### src/lcpe_pkg.sv
// shared types and constants of the locomotive command packet encoder
package lcpe_pkg;

  localparam int unsigned DefAddressCount = 256;
  localparam int unsigned PacketHalfBits  = 18;
  localparam int unsigned MaxAddress      = 80;
  localparam int unsigned MaxStepHalf     = 28;
  localparam int unsigned MaxStep         = 15;

  // protocol_mode codes, the unused code behaves as the 14-step mode
  localparam logic [1:0] ModeStep14 = 2'd0;
  localparam logic [1:0] ModeHalf28 = 2'd1;
  localparam logic [1:0] ModeKeep1  = 2'd2;

  // speed trit masks, second half-bits of trits 5..8
  localparam logic [3:0] MaskRevFast = 4'h5;
  localparam logic [3:0] MaskRevSlow = 4'hD;
  localparam logic [3:0] MaskFwdSlow = 4'hA;
  localparam logic [3:0] MaskFwdFast = 4'h2;

  localparam logic StatusOk     = 1'b0;
  localparam logic StatusReject = 1'b1;
  localparam logic KindSpeed    = 1'b0;
  localparam logic KindFunction = 1'b1;

  typedef struct packed {
    logic [7:0] loco_address;
    logic       direction;
    logic [4:0] speed_step;
    logic       light_on;
    logic [3:0] fn_bits;     // bit i is function i+1
  } cmd_t;

  typedef struct packed {
    logic                      status;
    logic [7:0]                target_address;
    logic [PacketHalfBits-1:0] packet_bits;
    logic                      packet_kind;
    logic [1:0]                function_index;
  } res_t;

  // access to the function store
  typedef struct packed {
    logic       rd_en;
    logic [7:0] rd_addr;
    logic       wr_en;
    logic [7:0] wr_addr;
    logic [3:0] wr_data;
  } st_req_t;

endpackage

### src/lcpe_store.sv
// per-address function bit store, registered read, valid bits emulate the cleared reset
module lcpe_store #(
  parameter int unsigned ADDRESS_COUNT = lcpe_pkg::DefAddressCount
) (
  input  logic              clk_i,
  input  logic              rst_ni,
  input  lcpe_pkg::st_req_t req_i,
  output logic [3:0]        rd_bits_o
);
  import lcpe_pkg::*;

  localparam int unsigned AW = $clog2(ADDRESS_COUNT);

  logic [3:0]               mem [ADDRESS_COUNT];
  logic [ADDRESS_COUNT-1:0] vld_q;
  logic [3:0]               rd_data_q;
  logic                     rd_vld_q;

  always_ff @(posedge clk_i) begin
    if (req_i.wr_en) begin
      mem[req_i.wr_addr[AW-1:0]] <= req_i.wr_data;
    end
    if (req_i.rd_en) begin
      rd_data_q <= mem[req_i.rd_addr[AW-1:0]];
    end
  end

  always_ff @(posedge clk_i or negedge rst_ni) begin
    if (!rst_ni) begin
      vld_q    <= '0;
      rd_vld_q <= 1'b0;
    end else begin
      if (req_i.wr_en) begin
        vld_q[req_i.wr_addr[AW-1:0]] <= 1'b1;
      end
      if (req_i.rd_en) begin
        rd_vld_q <= vld_q[req_i.rd_addr[AW-1:0]];
      end
    end
  end

  // an entry never written reads as all functions off
  assign rd_bits_o = rd_vld_q ? rd_data_q : 4'h0;

endmodule

### src/lcpe_format.sv
// builds the trit packet from one command, the mode and the stored function bits
module lcpe_format (
  input  lcpe_pkg::cmd_t  cmd_i,
  input  logic [1:0]      mode_i,
  input  logic [3:0]      stored_i,
  output lcpe_pkg::res_t  res_o
);
  import lcpe_pkg::*;

  // base-3 digits of the address, least significant first
  function automatic logic [7:0] addr_halves(input logic [7:0] addr);
    logic [15:0] p1;
    logic [15:0] p2;
    logic [15:0] p3;
    logic [7:0]  q [5];
    logic [7:0]  r;
    logic [7:0]  h;
    // quotients by 3, 9 and 27 side by side, exact for 8-bit values
    p1 = addr * 16'd171;
    p2 = addr * 16'd57;
    p3 = addr * 16'd19;
    q[0] = addr;
    q[1] = {1'b0, p1[15:9]};
    q[2] = {3'b0, p2[13:9]};
    q[3] = {4'b0, p3[12:9]};
    q[4] = (q[3] >= 8'd9) ? 8'd3 :
           (q[3] >= 8'd6) ? 8'd2 :
           (q[3] >= 8'd3) ? 8'd1 : 8'd0;
    h = '0;
    for (int i = 0; i < 4; i++) begin
      r = q[i] - (q[i+1] * 8'd3);
      h[2*i]   = (r[1:0] != 2'd0);
      h[2*i+1] = (r[1:0] == 2'd1);
    end
    return h;
  endfunction

  logic                      half_mode;
  logic                      keep_one;
  logic                      reject;
  logic [5:0]                n_inc;
  logic [4:0]                m;
  logic [3:0]                v;
  logic [3:0]                mask;
  logic [3:0]                diff;
  logic [1:0]                j;
  logic                      fbit;
  logic [2:0]                sel;
  logic [3:0]                low_step;
  logic [3:0]                high_step;
  logic [PacketHalfBits-1:0] pkt;

  always_comb begin
    half_mode = (mode_i == ModeHalf28);
    keep_one  = (mode_i == ModeKeep1);
    reject    = (cmd_i.loco_address > 8'(MaxAddress)) ||
                (half_mode ? (cmd_i.speed_step > 5'(MaxStepHalf))
                           : (cmd_i.speed_step > 5'(MaxStep)));

    n_inc = {1'b0, cmd_i.speed_step} + 6'd1;
    m     = half_mode ? (5'(n_inc[5:1]) + 5'd1) : cmd_i.speed_step;
    v     = (m == 5'd1 && !keep_one) ? 4'd0 : m[3:0];
    if (cmd_i.direction) begin
      mask = (m > 5'd7) ? MaskFwdFast : MaskFwdSlow;
    end else begin
      mask = (m > 5'd7) ? MaskRevFast : MaskRevSlow;
    end

    pkt = '0;
    pkt[7:0] = addr_halves(cmd_i.loco_address);
    pkt[8]   = cmd_i.light_on;
    // half step marks the light trit as open or unused
    pkt[9]   = (half_mode && !cmd_i.speed_step[0]) ? !cmd_i.light_on : cmd_i.light_on;
    for (int i = 0; i < 4; i++) begin
      pkt[10+2*i] = v[i];
      pkt[11+2*i] = mask[i];
    end

    diff = stored_i ^ cmd_i.fn_bits;
    priority if (diff[0]) j = 2'd0;
    else if (diff[1])     j = 2'd1;
    else if (diff[2])     j = 2'd2;
    else                  j = 2'd3;
    fbit = cmd_i.fn_bits[j];

    // select pattern on half-bits 11, 13, 15 and the steps that clash with it
    unique case (j)
      2'd0: begin sel = 3'b011; low_step = 4'd3; high_step = 4'd11; end
      2'd1: begin sel = 3'b100; low_step = 4'd4; high_step = 4'd12; end
      2'd2: begin sel = 3'b110; low_step = 4'd6; high_step = 4'd14; end
      default: begin sel = 3'b111; low_step = 4'd7; high_step = 4'd15; end
    endcase
    if (m == {1'b0, low_step} && !fbit) begin
      sel = 3'b101;
    end
    if (m == {1'b0, high_step} && fbit) begin
      sel = 3'b010;
    end

    res_o.target_address = cmd_i.loco_address;
    if (reject) begin
      res_o.status         = StatusReject;
      res_o.packet_bits    = '0;
      res_o.packet_kind    = KindSpeed;
      res_o.function_index = 2'd0;
    end else if (diff == 4'h0) begin
      res_o.status         = StatusOk;
      res_o.packet_bits    = pkt;
      res_o.packet_kind    = KindSpeed;
      res_o.function_index = 2'd0;
    end else begin
      res_o.status         = StatusOk;
      res_o.packet_bits    = pkt;
      res_o.packet_bits[11] = sel[0];
      res_o.packet_bits[13] = sel[1];
      res_o.packet_bits[15] = sel[2];
      res_o.packet_bits[17] = fbit;
      res_o.packet_kind    = KindFunction;
      res_o.function_index = j;
    end
  end

endmodule

### src/loco_command_packet_encoder.sv
// locomotive command packet encoder: takes a command word, gives one packet word
// the accepted word and its store read are registered, then the result is registered at the output when it is free
// a new word is taken only once the last has left the busy state, set by the read-modify-write of the function store
// the input side stays open while a finished word waits at the output
// reset clears mode, handshake state and the store's valid bits; no clearing pass
module loco_command_packet_encoder #(
  parameter int unsigned ADDRESS_COUNT = lcpe_pkg::DefAddressCount
) (
  input  logic        clk_i,
  input  logic        rst_ni,
  input  logic        cfg_valid_i,
  output logic        cfg_ready_o,
  input  logic [1:0]  cfg_data_i,      // protocol_mode
  input  logic        s_axis_tvalid_i,
  output logic        s_axis_tready_o,
  // loco_address[7:0], direction[8], speed_step[13:9], light_on[14],
  // function_one[15], function_two[16], function_three[17], function_four[18]
  input  logic [23:0] s_axis_tdata_i,
  output logic        m_axis_tvalid_o,
  input  logic        m_axis_tready_i,
  // status[0], target_address[8:1], packet_bits[26:9]
  output logic [31:0] m_axis_tdata_o,
  // packet_kind[0], function_index[2:1]
  output logic [2:0]  m_axis_tuser_o
);
  import lcpe_pkg::*;

  localparam logic StIdle = 1'b0;
  localparam logic StBusy = 1'b1;

  logic    state_q, state_d;
  logic [1:0] mode_q;
  cmd_t    cmd_q;
  cmd_t    cmd_in;
  res_t    res;
  res_t    out_q;
  logic    out_vld_q;
  logic    in_acc;
  logic    done;
  logic [3:0] stored;
  st_req_t st_req;

  assign cfg_ready_o = 1'b1;

  always_ff @(posedge clk_i or negedge rst_ni) begin
    if (!rst_ni) begin
      mode_q <= ModeStep14;
    end else if (cfg_valid_i) begin
      mode_q <= cfg_data_i;
    end
  end

  assign cmd_in.loco_address = s_axis_tdata_i[7:0];
  assign cmd_in.direction    = s_axis_tdata_i[8];
  assign cmd_in.speed_step   = s_axis_tdata_i[13:9];
  assign cmd_in.light_on     = s_axis_tdata_i[14];
  assign cmd_in.fn_bits      = s_axis_tdata_i[18:15];

  assign s_axis_tready_o = (state_q == StIdle);
  assign in_acc          = s_axis_tvalid_i && s_axis_tready_o;
  // the result leaves the busy state only when the output slot can take it
  assign done            = (state_q == StBusy) && (!out_vld_q || m_axis_tready_i);

  always_comb begin
    state_d = state_q;
    unique case (state_q)
      StIdle:  if (in_acc) state_d = StBusy;
      default: if (done)   state_d = StIdle;
    endcase
  end

  // read on accept, write back when a word that is not rejected is delivered to the output slot
  assign st_req.rd_en   = in_acc;
  assign st_req.rd_addr = cmd_in.loco_address;
  assign st_req.wr_en   = done && (res.status == StatusOk);
  assign st_req.wr_addr = cmd_q.loco_address;
  assign st_req.wr_data = cmd_q.fn_bits;

  lcpe_store #(
    .ADDRESS_COUNT(ADDRESS_COUNT)
  ) u_store (
    .clk_i    (clk_i),
    .rst_ni   (rst_ni),
    .req_i    (st_req),
    .rd_bits_o(stored)
  );

  lcpe_format u_format (
    .cmd_i   (cmd_q),
    .mode_i  (mode_q),
    .stored_i(stored),
    .res_o   (res)
  );

  always_ff @(posedge clk_i) begin
    if (in_acc) begin
      cmd_q <= cmd_in;
    end
    if (done) begin
      out_q <= res;
    end
  end

  always_ff @(posedge clk_i or negedge rst_ni) begin
    if (!rst_ni) begin
      state_q   <= StIdle;
      out_vld_q <= 1'b0;
    end else begin
      state_q <= state_d;
      if (done) begin
        out_vld_q <= 1'b1;
      end else if (m_axis_tready_i) begin
        out_vld_q <= 1'b0;
      end
    end
  end

  assign m_axis_tvalid_o = out_vld_q;
  assign m_axis_tdata_o  = {5'd0, out_q.packet_bits, out_q.target_address, out_q.status};
  assign m_axis_tuser_o  = {out_q.function_index, out_q.packet_kind};

endmodule
### config.mk
export PLATFORM = sky130hd
export DESIGN_NAME = loco_command_packet_encoder
export DESIGN_NICKNAME = d
export VERILOG_FILES = /design/src/lcpe_pkg.sv /design/src/lcpe_store.sv /design/src/lcpe_format.sv /design/src/loco_command_packet_encoder.sv
export SDC_FILE = /design/constraint.sdc
export NUM_CORES = 1
export LEC_CHECK = 0
export ABC_AREA = 1
export BUFFER_PORTS_ARGS = -buffer_cell sky130_fd_sc_hd__buf_2
export CORE_MARGIN = 1.5
export CORE_UTILIZATION = 51
export CTS_CLUSTER_DIAMETER = 50
export CTS_CLUSTER_SIZE = 16
export DETAILED_ROUTE_END_ITERATION = 7
export PLACE_DENSITY = 0.78
export SLEW_MARGIN = 20
export SYNTH_ARGS = -nofsm -noshare
export SYNTH_HDL_FRONTEND = slang
export SYNTH_SLANG_ARGS = --single-unit
### constraint.sdc
create_clock -name clk_i -period 15.5 [get_ports clk_i]
set_input_delay 0.775 -clock clk_i [delete_from_list [all_inputs] [get_ports clk_i]]
set_output_delay 0.775 -clock clk_i [all_outputs]
set_load 0.005 [all_outputs]
==> flow_results.xml <==
<?xml version="1.0" encoding="UTF-8"?>
<metrics>
  <group name="run_status">
    <metric name="status" unit="">finished, final reports clean</metric>
  </group>
  <group name="floorplanning">
    <metric name="fp.dieH" unit="um">337</metric>
    <metric name="initial_utilization" unit="%">51.4</metric>
    <metric name="count_of_pins_on_the_block_boundary" unit="">69</metric>
    <metric name="num_rows" unit="">122</metric>
    <metric name="core" unit="um^2">111000</metric>
    <metric name="fp.dieArea" unit="um^2">114000</metric>
    <metric name="die_width" unit="um">337</metric>
  </group>
  <group name="global_routing">
    <metric name="grt_pass1_wl" unit="um">218000</metric>
    <metric name="grt.met3_usage" unit="%">4.93</metric>
    <metric name="top_usage_layer" unit="">met2</metric>
    <metric name="met1_demand_to_capacity_share_in_global_routing" unit="%">34.0</metric>
    <metric name="antenna_violations_before_repair" unit="">1</metric>
    <metric name="grt.met2_usage" unit="%">39.5</metric>
    <metric name="grt_pass1_vias" unit="">37300</metric>
    <metric name="grt_max_degree" unit="">193</metric>
    <metric name="sum_of_overflow_across_all_layers_after_global_routing" unit="">0</metric>
    <metric name="groute.usage.overall" unit="%">25.1</metric>
  </group>
  <group name="cts">
    <metric name="clock_buffers_created_by_tritoncts" unit="">116</metric>
    <metric name="cts_tree" unit="">done</metric>
    <metric name="postCtsSetupRepairBufs" unit="">0</metric>
    <metric name="postCtsResizedCells" unit="">0</metric>
    <metric name="clkSlewWorstSetupHoldPaths" unit="ps">70</metric>
    <metric name="worstSkewPairLatency" unit="ps">700</metric>
    <metric name="total_number_of_h_tree_levels" unit="">3</metric>
    <metric name="clockBufferDepth" unit="">3</metric>
    <metric name="numClockSinks" unit="">1338</metric>
    <metric name="cts.hold.buffers_added" unit="">0</metric>
    <metric name="cts_root_buf" unit="">sky130_fd_sc_hd__clkbuf_16</metric>
  </group>
  <group name="sta">
    <metric name="setup_slack" unit="ps">10080</metric>
    <metric name="drv_slew" unit="">0</metric>
    <metric name="rsz0062_at_grt" unit="">no</metric>
    <metric name="period_minus_slack" unit="ps">5420</metric>
    <metric name="setup_skew_after_layout" unit="ps">26.4</metric>
    <metric name="setup_viol_count_final" unit="">0</metric>
    <metric name="hold_slack" unit="ps">126</metric>
    <metric name="totalNegativeSetupSlack" unit="ps">0</metric>
    <metric name="final-hold-violation-count" unit="">0</metric>
    <metric name="worst-slew-pin-transition" unit="ps">1200</metric>
    <metric name="final_period_utilization" unit="%">34.9</metric>
    <metric name="maxClockFrequency" unit="GHz">0.185</metric>
    <metric name="worst_rel_slew_slack" unit="%">20.0</metric>
  </group>
  <group name="finish">
    <metric name="final_nets" unit="">5061</metric>
    <metric name="fin_cells" unit="">6519</metric>
    <metric name="layout.cell_area.non_filler" unit="um^2">62200</metric>
    <metric name="final_util" unit="%">56.2</metric>
    <metric name="post_route_cells_drive_above_1_share" unit="%">9.50</metric>
    <metric name="syn_to_final_growth" unit="%">9.33</metric>
  </group>
  <group name="critical_path">
    <metric name="critPathLaunch" unit="">s_axis_tdata_i[0]</metric>
    <metric name="setup.worst_path.end_class" unit="">flop</metric>
    <metric name="critical_path.slowest_cell" unit="">sky130_fd_sc_hd__buf_4</metric>
    <metric name="cp-endpoint" unit="">u_store.rd_data_q[1]$_DFFE_PP_</metric>
    <metric name="reg2reg_launch_point" unit="">cmd_q[14]$_DFFE_PP_</metric>
    <metric name="crit_required" unit="ps">16050</metric>
    <metric name="worstSetupPathType" unit="">input port to flop</metric>
    <metric name="crit_arrival" unit="ps">5970</metric>
    <metric name="crit_path_start_kind" unit="">input port</metric>
    <metric name="worst-path-max-fanout" unit="">173</metric>
    <metric name="number_of_buffers_and_inverters_on_the_critical_path" unit="">5</metric>
    <metric name="r2r.worst_path.cells" unit="">21</metric>
    <metric name="worst-r2r-setup-slack" unit="ps">10360</metric>
    <metric name="timing.critical_path.cells" unit="">buf_8 -&gt; inv_8 -&gt; buf_4 -&gt; buf_4 -&gt; buf_4 -&gt; o21ai_0 -&gt; o22ai_1 -&gt; nand2_1 -&gt; nand3_1 -&gt; nand3_1 -&gt; nand2_1 -&gt; nand2_1 -&gt; nand3_1 -&gt; nand3_1 -&gt; nand2_1</metric>
    <metric name="cp_num_cells" unit="">15</metric>
    <metric name="worst_path_top_cell_family_by_delay" unit="">buffers and inverters</metric>
    <metric name="crit-reg2reg-capture" unit="">m_axis_tdata_o[9]$_SDFFCE_PP0P_</metric>
    <metric name="cpPeakStageDelay" unit="ps">880</metric>
  </group>
  <group name="synthesis">
    <metric name="number_of_warning_messages_in_the_yosys_log" unit="">0</metric>
    <metric name="async_reset_ff_share" unit="%">19.5</metric>
    <metric name="syn_avg_cell_area" unit="um^2">11.3</metric>
    <metric name="syn-instance-count" unit="">5016</metric>
    <metric name="yosysUniqueCellTypes" unit="">36</metric>
    <metric name="synth.cell_area" unit="um^2">56900</metric>
    <metric name="synth_edf_count" unit="">1077</metric>
    <metric name="dominantRegCellSynth" unit="">sky130_fd_sc_hd__edfxtp_1</metric>
    <metric name="ys_seq_area_share" unit="%">68.3</metric>
    <metric name="ys_seq_elements" unit="">1338</metric>
  </group>
  <group name="placement">
    <metric name="gpl.final_weighted_congestion" unit="">0.893</metric>
    <metric name="placedInstanceArea" unit="um^2">58100</metric>
    <metric name="buffer_ports.inserted" unit="">57</metric>
    <metric name="placed_cells_incl_taps" unit="">6299</metric>
    <metric name="post-dp-hpwl" unit="um">78900</metric>
    <metric name="placement.setup.worst_slack" unit="ps">9480</metric>
  </group>
  <group name="routing">
    <metric name="detail_route.wl_per_cell" unit="um">22.1</metric>
    <metric name="detail-route-antenna-nets" unit="">0</metric>
    <metric name="dr.pass1.iters" unit="">5</metric>
    <metric name="drc_errors" unit="">0</metric>
    <metric name="drtIter0Drc" unit="">5501</metric>
    <metric name="vias_per_cell" unit="">5.98</metric>
    <metric name="detailroute.via_count" unit="">39000</metric>
    <metric name="totalWireLength" unit="um">144000</metric>
  </group>
  <group name="power">
    <metric name="leakagePower" unit="nW">23.4</metric>
    <metric name="power-per-cell-area" unit="nW/um^2">127</metric>
    <metric name="vdd_ir_drop_max" unit="mV">0.0942</metric>
    <metric name="total_power" unit="mW">7.92</metric>
  </group>
  <group name="flow_run">
    <metric name="drv_cap" unit="">0</metric>
  </group>
  <group name="min_path">
    <metric name="holdCritPathClass" unit="">input port to async pin</metric>
  </group>
</metrics>
[sequential cells by signal, indices dropped and copies added (netlist names)]
register / flops
cmd_q: 19
m_axis_tdata_o: 27
m_axis_tuser_o: 3
m_axis_tvalid_o: 1
mode_q: 2
state_q: 1
u_store.mem: 1024
u_store.rd_data_q: 4
u_store.rd_vld_q: 1
u_store.vld_q: 256
[cell usage in the layout, fill, tap and decap left out, types with 40 or more instances in the layout]
master	count
sky130_fd_sc_hd__nand3_1	537
sky130_fd_sc_hd__inv_1	128
sky130_fd_sc_hd__edfxtp_1	1077
sky130_fd_sc_hd__clkbuf_16	119
sky130_fd_sc_hd__dfrtp_1	261
sky130_fd_sc_hd__nor2_1	755
sky130_fd_sc_hd__o21ai_0	506
sky130_fd_sc_hd__or2_2	160
sky130_fd_sc_hd__buf_2	52
sky130_fd_sc_hd__ha_1	80
sky130_fd_sc_hd__o22ai_1	236
sky130_fd_sc_hd__or2_1	100
sky130_fd_sc_hd__buf_4	50
sky130_fd_sc_hd__a21oi_1	40
sky130_fd_sc_hd__nand2_1	731
[where the power goes]
group	internal (mW)	leakage [nW]	switching, mW	total (mW)
clock network	1.74	1.99	1.35	3.09
logic	0.259	8.07	0.595	0.854
registers	3.95	13.3	0.0256	3.98
total	5.95	23.4	1.97	7.92
[Yosys cell counts (2+ instances only)]
library cell               number  area share, %
sky130_fd_sc_hd__nor2_1       756            5.0
sky130_fd_sc_hd__xnor2_1        9           0.14
sky130_fd_sc_hd__conb_1         2          0.013
sky130_fd_sc_hd__o21ai_0      506            4.5
sky130_fd_sc_hd__edfxtp_1    1077             57
sky130_fd_sc_hd__xor2_1        12           0.18
sky130_fd_sc_hd__inv_2          3          0.020
sky130_fd_sc_hd__nand3_1      537            4.7
sky130_fd_sc_hd__nor3_1         5          0.044
sky130_fd_sc_hd__ha_1          80            1.8
sky130_fd_sc_hd__nand3b_1       4          0.053
sky130_fd_sc_hd__fa_1          21           0.74
sky130_fd_sc_hd__nand3_4       10           0.31
sky130_fd_sc_hd__buf_1         31           0.20
sky130_fd_sc_hd__clkbuf_1     192            1.3
sky130_fd_sc_hd__buf_2         69           0.61
sky130_fd_sc_hd__nand4_1        4          0.044
sky130_fd_sc_hd__or2_1        100            1.1
sky130_fd_sc_hd__buf_4         15           0.20
sky130_fd_sc_hd__o22ai_1      236            2.6
sky130_fd_sc_hd__buf_6         10           0.20
sky130_fd_sc_hd__or2_2        160            1.8
sky130_fd_sc_hd__o211ai_1       6          0.079
sky130_fd_sc_hd__a21oi_1       40           0.35
sky130_fd_sc_hd__inv_1        130           0.86
sky130_fd_sc_hd__nand2_1      731            4.8
sky130_fd_sc_hd__dfrtp_1      261             11
[cell type report]
type / instances / area [um^2]
inverter: 134 / 523
timing repair buffer: 109 / 752
tap: 1488 / 1860
sequential: 1338 / 38900
antenna: 1 / 2.50
fill: 8671 / 48500
clock inverter: 70 / 903
multi-input combinational: 3230 / 16100
clock buffer: 149 / 3180
[worst min path at each step]
stage,startpoint,to,slack [ps],depth (start not counted)
floorplan,u_store.vld_q[102]$_DFFE_PN0P_,u_store.vld_q[102]$_DFFE_PN0P_,430,1
global placement,u_store.vld_q[243]$_DFFE_PN0P_,u_store.vld_q[243]$_DFFE_PN0P_,450,1
detailed placement,u_store.vld_q[90]$_DFFE_PN0P_,u_store.vld_q[90]$_DFFE_PN0P_,450,1
CTS,rst_ni,mode_q[1]$_DFFE_PN0P_,120,1
global route,rst_ni,u_store.vld_q[217]$_DFFE_PN0P_,160,1
finish,rst_ni,u_store.vld_q[217]$_DFFE_PN0P_,130,1
[layer usage]
| metal | share of wire, % | vias to the layer above |
|---|---|---|
| met1 | 38 | 19000 |
| li1 | - | 17400 |
| met3 | 11 | 377 |
| met2 | 47 | 2192 |
| met4 | 4.6 | 0 |
| met5 | 0 | - |
[cells by family (layout without fill, tap and decap cells)]
logic type	count (synthesis)	count (layout)	share of synthesized area, %
buffers and inverters	452	462	3.39
adders and majority gates	101	101	2.50
DFF	1338	1338	68.3
and+or+nand+nor	2309	2309	17.9
AOI/OAI and AO/OA	793	793	7.54
other	2	7	0.0132
xor gates and xnor gates	21	21	0.323
No activity file was read; power rests on OpenSTA's default activity.
